[config.mk]
export PLATFORM = sky130hd
export DESIGN_NAME = i2c_register_transfer_sequencer_flat
export DESIGN_NICKNAME = d
export VERILOG_FILES = /design/src/rtl/rts_pkg.sv /design/src/rtl/rts_if.sv /design/src/rtl/i2c_register_transfer_sequencer.sv /design/src/rtl/rts_step.sv /design/src/flat_wrapper.sv
export SDC_FILE = /design/constraint.sdc
export NUM_CORES = 1
export LEC_CHECK = 0
export BUFFER_PORTS_ARGS = -buffer_cell sky130_fd_sc_hd__buf_2
export CAP_MARGIN = 20
export CORE_MARGIN = 1
export CORE_UTILIZATION = 57
export DETAILED_ROUTE_END_ITERATION = 6
export GPL_ROUTABILITY_DRIVEN = 1
export PLACE_DENSITY = 0.8
export SLEW_MARGIN = 20
export SYNTH_ARGS = -nofsm -noshare
export SYNTH_HDL_FRONTEND = slang
export SYNTH_HIERARCHICAL = 1
export SYNTH_SLANG_ARGS = --single-unit
[constraint.sdc]
create_clock -name clk -period 4.9 [get_ports clk]
set_clock_uncertainty 0.05 [all_clocks]
set_input_delay 0.245 -clock clk [delete_from_list [all_inputs] [get_ports clk]]
set_output_delay 0.245 -clock clk [all_outputs]
set_load 0.1 [all_outputs]
[src/rtl/rts_pkg.sv]
// Package for the I2C register transfer sequencer: item, state and result types,
// event and phase codes, and the transfer length limit.
// No dependencies.
package rts_pkg;

  localparam int MAX_BYTES  = 4;
  localparam int WORD_BYTES = 4;
  // Count width: holds MAX_BYTES and never narrower than the byte_count field.
  localparam int CNT_W = ($clog2(MAX_BYTES + 1) > 3) ? $clog2(MAX_BYTES + 1) : 3;

  typedef enum logic [1:0] {
    EV_START = 2'd0,
    EV_ACK   = 2'd1,
    EV_RX    = 2'd2,
    EV_STOP  = 2'd3
  } kind_t;

  typedef enum logic [5:0] {
    PH_IDLE     = 6'b000001,
    PH_SEND_REG = 6'b000010,
    PH_RESTART  = 6'b000100,
    PH_RECEIVE  = 6'b001000,
    PH_WRITE    = 6'b010000,
    PH_WAITSTOP = 6'b100000
  } phase_t;

  typedef logic [WORD_BYTES-1:0][7:0] word_bytes_t;

  typedef struct packed {
    kind_t       kind;
    logic [6:0]  target_addr;
    logic        is_read;
    logic [31:0] write_word;
    logic [2:0]  byte_count;
    logic [7:0]  target_reg;
    logic [7:0]  rx_byte;
  } in_item_t;

  typedef struct packed {
    logic        cmd_start;
    logic        tx_valid;
    logic [7:0]  tx_byte;
    logic        cmd_ack;
    logic        cmd_nack;
    logic        cmd_stop;
    logic [31:0] data_word;
    logic        done_res;
    logic        error;
    logic        ready_res;
  } out_item_t;

  typedef struct packed {
    phase_t           phase;
    logic             read_mode;
    logic [6:0]       device_addr;
    logic [7:0]       register_addr;
    logic [31:0]      word_buffer;
    logic [CNT_W-1:0] bytes_left;
  } seq_state_t;

endpackage

[src/rtl/rts_if.sv]
// Valid/ready channel interfaces for the sequencer's event and result items.
// Depends on nothing; fields follow the widths of the item types in rts_pkg.
interface rts_in_if;
  logic        valid;
  logic        ready;
  logic [1:0]  kind;
  logic [6:0]  target_addr;
  logic        is_read;
  logic [31:0] write_word;
  logic [2:0]  byte_count;
  logic [7:0]  target_reg;
  logic [7:0]  rx_byte;

  modport source (output valid, kind, target_addr, is_read, write_word, byte_count,
                  target_reg, rx_byte, input ready);
  modport sink (input valid, kind, target_addr, is_read, write_word, byte_count,
                target_reg, rx_byte, output ready);
endinterface

interface rts_out_if;
  logic        valid;
  logic        ready;
  logic        cmd_start;
  logic        tx_valid;
  logic [7:0]  tx_byte;
  logic        cmd_ack;
  logic        cmd_nack;
  logic        cmd_stop;
  logic [31:0] data_word;
  logic        done_res;
  logic        error;
  logic        ready_res;

  modport source (output valid, cmd_start, tx_valid, tx_byte, cmd_ack, cmd_nack, cmd_stop,
                  data_word, done_res, error, ready_res, input ready);
  modport sink (input valid, cmd_start, tx_valid, tx_byte, cmd_ack, cmd_nack, cmd_stop,
                data_word, done_res, error, ready_res, output ready);
endinterface

[src/rtl/i2c_register_transfer_sequencer.sv]
// I2C register transfer sequencer: takes event items (start, ack seen, byte received,
// stop done) at one item per clock while the result side is not stalled, and returns
// exactly one command/status result item for each. An accepted item is registered in
// the input register, then the combinational step logic updates the transfer state and
// loads the result register. The input side keeps taking items while a result waits,
// until both registers are full.
// Depends on rts_pkg, rts_if and rts_step.
module i2c_register_transfer_sequencer
  import rts_pkg::*;
(
  input  logic      clk,
  input  logic      rst,
  rts_in_if.sink    in_ch,
  rts_out_if.source out_ch
);

  logic       in_held;
  in_item_t   in_item;
  logic       out_held;
  out_item_t  out_item;
  logic       step_fire;
  seq_state_t st;
  seq_state_t st_next;
  out_item_t  step_res;
  in_item_t   in_port_item;

  assign in_port_item = '{
    kind:        kind_t'(in_ch.kind),
    target_addr: in_ch.target_addr,
    is_read:     in_ch.is_read,
    write_word:  in_ch.write_word,
    byte_count:  in_ch.byte_count,
    target_reg:  in_ch.target_reg,
    rx_byte:     in_ch.rx_byte
  };

  assign step_fire   = in_held && (!out_held || out_ch.ready);
  assign in_ch.ready = !in_held || step_fire;

  rts_step u_step (
    .st      (st),
    .item    (in_item),
    .st_next (st_next),
    .res     (step_res)
  );

  always_ff @(posedge clk) begin
    if (rst) begin
      in_held <= 1'b0;
    end else if (in_ch.valid && in_ch.ready) begin
      in_held <= 1'b1;
    end else if (step_fire) begin
      in_held <= 1'b0;
    end
  end

  always_ff @(posedge clk) begin
    if (in_ch.valid && in_ch.ready) begin
      in_item <= in_port_item;
    end
  end

  always_ff @(posedge clk) begin
    if (rst) begin
      st <= '{phase: PH_IDLE, default: '0};
    end else if (step_fire) begin
      st <= st_next;
    end
  end

  always_ff @(posedge clk) begin
    if (rst) begin
      out_held <= 1'b0;
    end else if (step_fire) begin
      out_held <= 1'b1;
    end else if (out_ch.ready) begin
      out_held <= 1'b0;
    end
  end

  always_ff @(posedge clk) begin
    if (step_fire) begin
      out_item <= step_res;
    end
  end

  assign out_ch.valid     = out_held;
  assign out_ch.cmd_start = out_item.cmd_start;
  assign out_ch.tx_valid  = out_item.tx_valid;
  assign out_ch.tx_byte   = out_item.tx_byte;
  assign out_ch.cmd_ack   = out_item.cmd_ack;
  assign out_ch.cmd_nack  = out_item.cmd_nack;
  assign out_ch.cmd_stop  = out_item.cmd_stop;
  assign out_ch.data_word = out_item.data_word;
  assign out_ch.done_res  = out_item.done_res;
  assign out_ch.error     = out_item.error;
  assign out_ch.ready_res = out_item.ready_res;

`ifndef SYNTHESIS
  // A rejected event leaves the transfer phase untouched.
  a_error_keeps_phase: assert property (@(posedge clk) disable iff (rst)
    step_fire && step_res.error |=> st.phase == $past(st.phase))
    else $error("phase changed on an illegal event");

  // Completion always lands the block back in idle.
  a_done_is_idle: assert property (@(posedge clk) disable iff (rst)
    out_ch.valid && out_ch.done_res |-> out_ch.ready_res)
    else $error("done reported while not idle");

  // An illegal event issues no bus command.
  a_error_no_cmd: assert property (@(posedge clk) disable iff (rst)
    out_ch.valid && out_ch.error |-> !(out_ch.tx_valid || out_ch.cmd_start ||
      out_ch.cmd_ack || out_ch.cmd_nack || out_ch.cmd_stop || out_ch.done_res))
    else $error("command issued together with error");

  // A held result is not overwritten while the sink stalls.
  a_no_overwrite: assert property (@(posedge clk) disable iff (rst)
    out_held && !out_ch.ready |-> !step_fire)
    else $error("result register overwritten while stalled");
`endif

endmodule

[src/rtl/rts_step.sv]
// Next-state and result logic for one event of the register transfer sequencer.
// Depends on rts_pkg.
module rts_step
  import rts_pkg::*;
(
  input  seq_state_t st,
  input  in_item_t   item,
  output seq_state_t st_next,
  output out_item_t  res
);

  logic [CNT_W-1:0] count_sat;
  logic [CNT_W-1:0] left_dec;
  logic             left_in_word;
  word_bytes_t      word_view;
  word_bytes_t      word_merged;

  always_comb begin
    if (int'(item.byte_count) > MAX_BYTES) begin
      count_sat = CNT_W'(MAX_BYTES);
    end else if (item.byte_count == 3'd0) begin
      count_sat = CNT_W'(1);
    end else begin
      count_sat = CNT_W'(item.byte_count);
    end
  end

  // Byte position of the next data byte, most significant first.
  assign left_dec     = (st.bytes_left != '0) ? st.bytes_left - CNT_W'(1) : '0;
  assign left_in_word = int'(left_dec) < WORD_BYTES;
  assign word_view    = word_bytes_t'(st.word_buffer);

  always_comb begin
    word_merged = word_view;
    if (left_in_word) begin
      word_merged[left_dec[1:0]] = item.rx_byte;
    end
  end

  always_comb begin
    st_next = st;
    res     = '0;
    unique case (item.kind)
      EV_START: begin
        if (st.phase != PH_IDLE) begin
          res.error = 1'b1;
        end else begin
          st_next.device_addr   = item.target_addr;
          st_next.read_mode     = item.is_read;
          st_next.word_buffer   = item.write_word;
          st_next.bytes_left    = count_sat;
          st_next.register_addr = item.target_reg;
          st_next.phase         = PH_SEND_REG;
          res.cmd_start         = 1'b1;
          res.tx_valid          = 1'b1;
          res.tx_byte           = {item.target_addr, 1'b0};
        end
      end
      EV_ACK: begin
        unique case (st.phase) inside
          PH_SEND_REG: begin
            res.tx_valid  = 1'b1;
            res.tx_byte   = st.register_addr;
            st_next.phase = st.read_mode ? PH_RESTART : PH_WRITE;
          end
          PH_RESTART: begin
            res.cmd_start = 1'b1;
            res.tx_valid  = 1'b1;
            res.tx_byte   = {st.device_addr, 1'b1};
            st_next.phase = PH_RECEIVE;
          end
          PH_WRITE: begin
            st_next.bytes_left = left_dec;
            res.tx_valid       = 1'b1;
            res.tx_byte        = left_in_word ? word_view[left_dec[1:0]] : 8'h00;
            if (left_dec == '0) begin
              res.cmd_stop  = 1'b1;
              st_next.phase = PH_WAITSTOP;
            end
          end
          PH_RECEIVE, PH_WAITSTOP: begin
          end
          default: begin
            res.error = 1'b1;
          end
        endcase
      end
      EV_RX: begin
        unique case (st.phase) inside
          PH_RECEIVE: begin
            st_next.bytes_left  = left_dec;
            st_next.word_buffer = 32'(word_merged);
            if (left_dec != '0) begin
              res.cmd_ack = 1'b1;
            end else begin
              res.cmd_nack  = 1'b1;
              res.cmd_stop  = 1'b1;
              st_next.phase = PH_WAITSTOP;
            end
          end
          PH_SEND_REG, PH_RESTART: begin
          end
          default: begin
            res.error = 1'b1;
          end
        endcase
      end
      EV_STOP: begin
        if (st.phase == PH_WRITE || st.phase == PH_WAITSTOP) begin
          st_next.phase = PH_IDLE;
          res.done_res  = 1'b1;
        end else begin
          res.error = 1'b1;
        end
      end
      default: begin
        res.error = 1'b1;
      end
    endcase
    res.data_word = st_next.word_buffer;
    res.ready_res = (st_next.phase == PH_IDLE);
  end

endmodule
[src/flat_wrapper.sv]
// flat-port wrapper written by rule: the top's interface ports become plain ports
module i2c_register_transfer_sequencer_flat import rts_pkg::*;
  (clk, rst, in_ch_valid, in_ch_kind, in_ch_target_addr, in_ch_is_read, in_ch_write_word, in_ch_byte_count, in_ch_target_reg, in_ch_rx_byte, in_ch_ready, out_ch_valid, out_ch_cmd_start, out_ch_tx_valid, out_ch_tx_byte, out_ch_cmd_ack, out_ch_cmd_nack, out_ch_cmd_stop, out_ch_data_word, out_ch_done_res, out_ch_error, out_ch_ready_res, out_ch_ready);
  rts_in_if in_ch_i ();
  rts_out_if out_ch_i ();
  input  logic clk;
  input  logic rst;
  input wire logic [$bits(in_ch_i.valid)-1:0] in_ch_valid;
  input wire logic [$bits(in_ch_i.kind)-1:0] in_ch_kind;
  input wire logic [$bits(in_ch_i.target_addr)-1:0] in_ch_target_addr;
  input wire logic [$bits(in_ch_i.is_read)-1:0] in_ch_is_read;
  input wire logic [$bits(in_ch_i.write_word)-1:0] in_ch_write_word;
  input wire logic [$bits(in_ch_i.byte_count)-1:0] in_ch_byte_count;
  input wire logic [$bits(in_ch_i.target_reg)-1:0] in_ch_target_reg;
  input wire logic [$bits(in_ch_i.rx_byte)-1:0] in_ch_rx_byte;
  output wire logic [$bits(in_ch_i.ready)-1:0] in_ch_ready;
  output wire logic [$bits(out_ch_i.valid)-1:0] out_ch_valid;
  output wire logic [$bits(out_ch_i.cmd_start)-1:0] out_ch_cmd_start;
  output wire logic [$bits(out_ch_i.tx_valid)-1:0] out_ch_tx_valid;
  output wire logic [$bits(out_ch_i.tx_byte)-1:0] out_ch_tx_byte;
  output wire logic [$bits(out_ch_i.cmd_ack)-1:0] out_ch_cmd_ack;
  output wire logic [$bits(out_ch_i.cmd_nack)-1:0] out_ch_cmd_nack;
  output wire logic [$bits(out_ch_i.cmd_stop)-1:0] out_ch_cmd_stop;
  output wire logic [$bits(out_ch_i.data_word)-1:0] out_ch_data_word;
  output wire logic [$bits(out_ch_i.done_res)-1:0] out_ch_done_res;
  output wire logic [$bits(out_ch_i.error)-1:0] out_ch_error;
  output wire logic [$bits(out_ch_i.ready_res)-1:0] out_ch_ready_res;
  input wire logic [$bits(out_ch_i.ready)-1:0] out_ch_ready;
  assign in_ch_i.valid = in_ch_valid;
  assign in_ch_i.kind = in_ch_kind;
  assign in_ch_i.target_addr = in_ch_target_addr;
  assign in_ch_i.is_read = in_ch_is_read;
  assign in_ch_i.write_word = in_ch_write_word;
  assign in_ch_i.byte_count = in_ch_byte_count;
  assign in_ch_i.target_reg = in_ch_target_reg;
  assign in_ch_i.rx_byte = in_ch_rx_byte;
  assign in_ch_ready = in_ch_i.ready;
  assign out_ch_valid = out_ch_i.valid;
  assign out_ch_cmd_start = out_ch_i.cmd_start;
  assign out_ch_tx_valid = out_ch_i.tx_valid;
  assign out_ch_tx_byte = out_ch_i.tx_byte;
  assign out_ch_cmd_ack = out_ch_i.cmd_ack;
  assign out_ch_cmd_nack = out_ch_i.cmd_nack;
  assign out_ch_cmd_stop = out_ch_i.cmd_stop;
  assign out_ch_data_word = out_ch_i.data_word;
  assign out_ch_done_res = out_ch_i.done_res;
  assign out_ch_error = out_ch_i.error;
  assign out_ch_ready_res = out_ch_i.ready_res;
  assign out_ch_i.ready = out_ch_ready;
  i2c_register_transfer_sequencer u_core (.clk(clk), .rst(rst), .in_ch(in_ch_i), .out_ch(out_ch_i));
endmodule
==> flow_metrics.tcl <==
set metrics [dict create \
    status "finished, final reports clean" \
    synth_top_area_cell "edfxtp_1" \
    synth_ff_type "edfxtp_1" \
    avgSynthCellArea_sq_um 11.7 \
    ant_nets 0 \
    clkPwrFrac_pct 40.9 \
    grt_pass1_wl_microns 29500 \
    cp.arrival_ns 2.94 \
    fmax_mhz 352 \
    synth_edf_count 109 \
    switching_share_pct 25.1 \
    relSlewSlack_pct 35.5 \
    cts_sinks 168 \
    cts-root-buf "clkbuf_16" \
    yosys-top-cells-area "edfxtp_1 (42%), dfxtp_1 (15%), nand2b_1 (9.1%)" \
    synth-seq-cells 168 \
    startpoint "u_core/st[0]$_SDFFE_PP0P_" \
    layout-drive-gt1-share_pct 20.5 \
    fin_cells 994 \
    hold_violations 0 \
    power.density_nw_per_um2 363 \
    core_area_sq_um 13300 \
    ioPinCount 115 \
    overflow 0 \
    dp_cells 901 \
    post_synth_xor_area_fraction_pct 0.223 \
    path_max_fanout 10 \
    startpoint_type "register" \
    power.leakage_nw 3.59 \
    die_y_microns 119 \
    ys_warn_count 6 \
    crit_end "u_core/out_ch.tx_byte[7]$_DFFE_PP_" \
    synth_seq_area_share_pct 56.7 \
    critical_path.cell_chain "nor2_1 > ha_1 > nor2_1 > mux4_2 > a222oi_1 > o21ai_0" \
    crit_cells 6 \
    period_share_pct 58.0 \
    rr_endpoint "u_core/out_ch.tx_byte[7]$_DFFE_PP_" \
    fin_tns_setup_ns 0 \
    cts_buffer_depth 2 \
    worstSetupPathType "register to register" \
    viasPerCell 5.69 \
    post_cts_resized 0 \
    antenna_cells 0 \
    yosys.area_share.adder_pct 0.955 \
    cts_buffers 17 \
    wl_microns 18700 \
    postLayoutSetupSlackWorst_ns 2.06 \
    post-place-ws_ns 2.09 \
    cts_tree "done" \
    synth_mux_area_share_pct 9.80 \
    std_cell_rows 42 \
    intPower_mw 2.60 \
    rsz0062_at_grt "no" \
    drc_errors 0 \
    r2r_cells 6 \
    pwr-share-comb_pct 12.6 \
    synthSimpleGateAreaFrac_pct 17.6 \
    cp_slowest_stage_delay_ns 0.70 \
    clkTransAtPathRegs_ns 0.06 \
    hold_buffers 61 \
    p_switching_uw 868 \
    synth_top_cells_by_count "nand2b_1 (114), edfxtp_1 (109), nand2_1 (72)" \
    synth_compound_gate_area_share_pct 8.48 \
    critPathBufInv 0 \
    dieArea_sq_um 14300 \
    maxCapViolations 0 \
    seq_power_share_pct 46.5 \
    syn_nets 743 \
    worstSetupEndpointType "register" \
    min_period_ns 2.84 \
    synth_top_family_by_area "simple AND/OR/NAND/NOR gates" \
    finalMaxSlewViolations 0 \
    first_pass_iters 7 \
    slowest_stage "nor2_1" \
    vias 5653 \
    netlist.area_leader.share_pct 41.6 \
    grt_max_degree 117 \
    fill_cells 921 \
    hpwl_microns 11700 \
    syn-instance-count 672 \
    ctsHtreeMaxLevel 4 \
    peakVddDrop_uv 282 \
    path_delay_family "simple AND/OR/NAND/NOR gates" \
    crit_required_ns 5.00 \
    grtUsageTotal_pct 27.5 \
    cts_setup_buffers 0 \
    hold_class "input port to register" \
    worst_slew_pin_slew_ns 0.964 \
    die_w_microns 119 \
    first_global_vias 5663 \
    r2r_setup_slack_ns 2.06 \
    hp-start "in_ch_valid" \
    r2r-start "u_core/st[0]$_SDFFE_PP0P_" \
    synth_area_sq_um 7860 \
    gp_congestion 0.889 \
    antenna_found_initial 0 \
    synth_most_common_cell "nand2b_1" \
    setup_violations 0 \
    drtIter0Drc 572 \
    nets 876 \
    cpMostUsedCell "nor2_1" \
    numPortBuffers 114 \
    async_flop_share_pct 0 \
    hold_depth 3 \
    synth.distinct_cells 53 \
    initial_core_util_pct 58.9 \
    wire_per_inst_microns 18.9 \
    clock_latency_ns 0.42 \
    syn_to_final_growth_pct 21.2 \
]
-- cell usage in the layout (no fill, tap or decap), types with 3 or more instances in the layout --
cell           instances
a222oi_1               7
inv_1                 17
bufinv_16              4
o21ai_0                5
nand2_1               72
or3_1                  3
buf_4                  3
nor2_1                39
a21oi_1                9
buf_2                114
a21o_1                 4
a22oi_1               11
dlygate4sd3_1         61
clkinv_2               4
a221o_1               23
dfxtp_1               59
nand3_1                3
o21ai_1               17
ha_1                   6
mux2i_1               59
clkbuf_16             17
edfxtp_1             109
mux4_2                 8
nand2b_1             114
-- worst min-delay path by stage --
stage / endpoint
finish: u_core/in_held$_SDFFE_PP0P_
global route: u_core/in_held$_SDFFE_PP0P_
CTS: u_core/in_held$_SDFFE_PP0P_
detailed placement: u_core/in_item[0]$_DFFE_PP_
global placement: u_core/in_item[47]$_DFFE_PP_
floorplan: u_core/in_item[0]$_DFFE_PP_
-- kinds of logic (layout without fill, tap and decap cells) --
| group | after synthesis | in the layout |
|---|---|---|
| adder cells (fa/ha/maj) | 6 | 6 |
| buffers and inverters | 82 | 228 |
| multiplexers | 67 | 67 |
| AO/OA/AOI/OAI | 88 | 88 |
| AND/OR/NAND/NOR | 259 | 259 |
| XOR/XNOR | 2 | 2 |
| flip-flops | 168 | 168 |
-- flip-flops by register name, summed over array words and instances (netlist names), 8 cells and up --
| register | count |
|---|---|
| u_core/in_item | 61 |
| u_core/st | 57 |
| u_core/out_ch.data_word | 32 |
| u_core/out_ch.tx_byte | 8 |
-- worst min-delay path: cells and delay by family --
family          cells  cell delay (ns)
compound gates      1             0.13
buf+inv             2             0.13
-- metrics by stage --
| step | cell area, sq um | power [mW] | hold WS (ns) | util (%) |
|---|---|---|---|---|
| 2_1_floorplan | 7860 | 1.96 | 0.294 | - |
| 5_1_grt | 9530 | 3.57 | 0.0983 | 71.4 |
| 3_3_place_gp | 8290 | 2.03 | 0.372 | 62.1 |
| 3_5_place_dp | 8290 | 2.04 | 0.373 | 62.1 |
| 6_report | 9530 | 3.46 | 0.0745 | 71.4 |
| 4_1_cts | 9530 | 3.48 | 0.0676 | 71.4 |
-- power groups by stage --
stage	combinational [mW]	clock [mW]	sequential [mW]
floorplan	0.182	0	1.78
global placement	0.386	0	1.64
detailed placement	0.395	0	1.64
CTS	0.434	1.43	1.61
global route	0.461	1.49	1.62
finish	0.437	1.41	1.61
-- per-layer routing --
metal | GRT usage (%) | part of all wire, % | vias up
li1 | - | - | 2642
met1 | 34.6 | 41 | 2696
met2 | 45.5 | 49 | 273
met3 | 5.17 | 6.9 | 42
met4 | 13.8 | 3.5 | 0
met5 | 0 | 0 | -
-- layout make-up --
type | count | area, sq um | share of cell area [%]
Multi-Input combinational cell | 422 | 2940 | 30.9
Timing Repair Buffer | 179 | 1220 | 12.8
Tap cell | 176 | 220 | 2.31
Clock inverter | 12 | 170 | 1.79
Clock buffer | 20 | 457 | 4.79
Inverter | 17 | 63.8 | 0.670
Sequential cell | 168 | 4450 | 46.7
No activity file was read; power rests on OpenSTA's default activity.
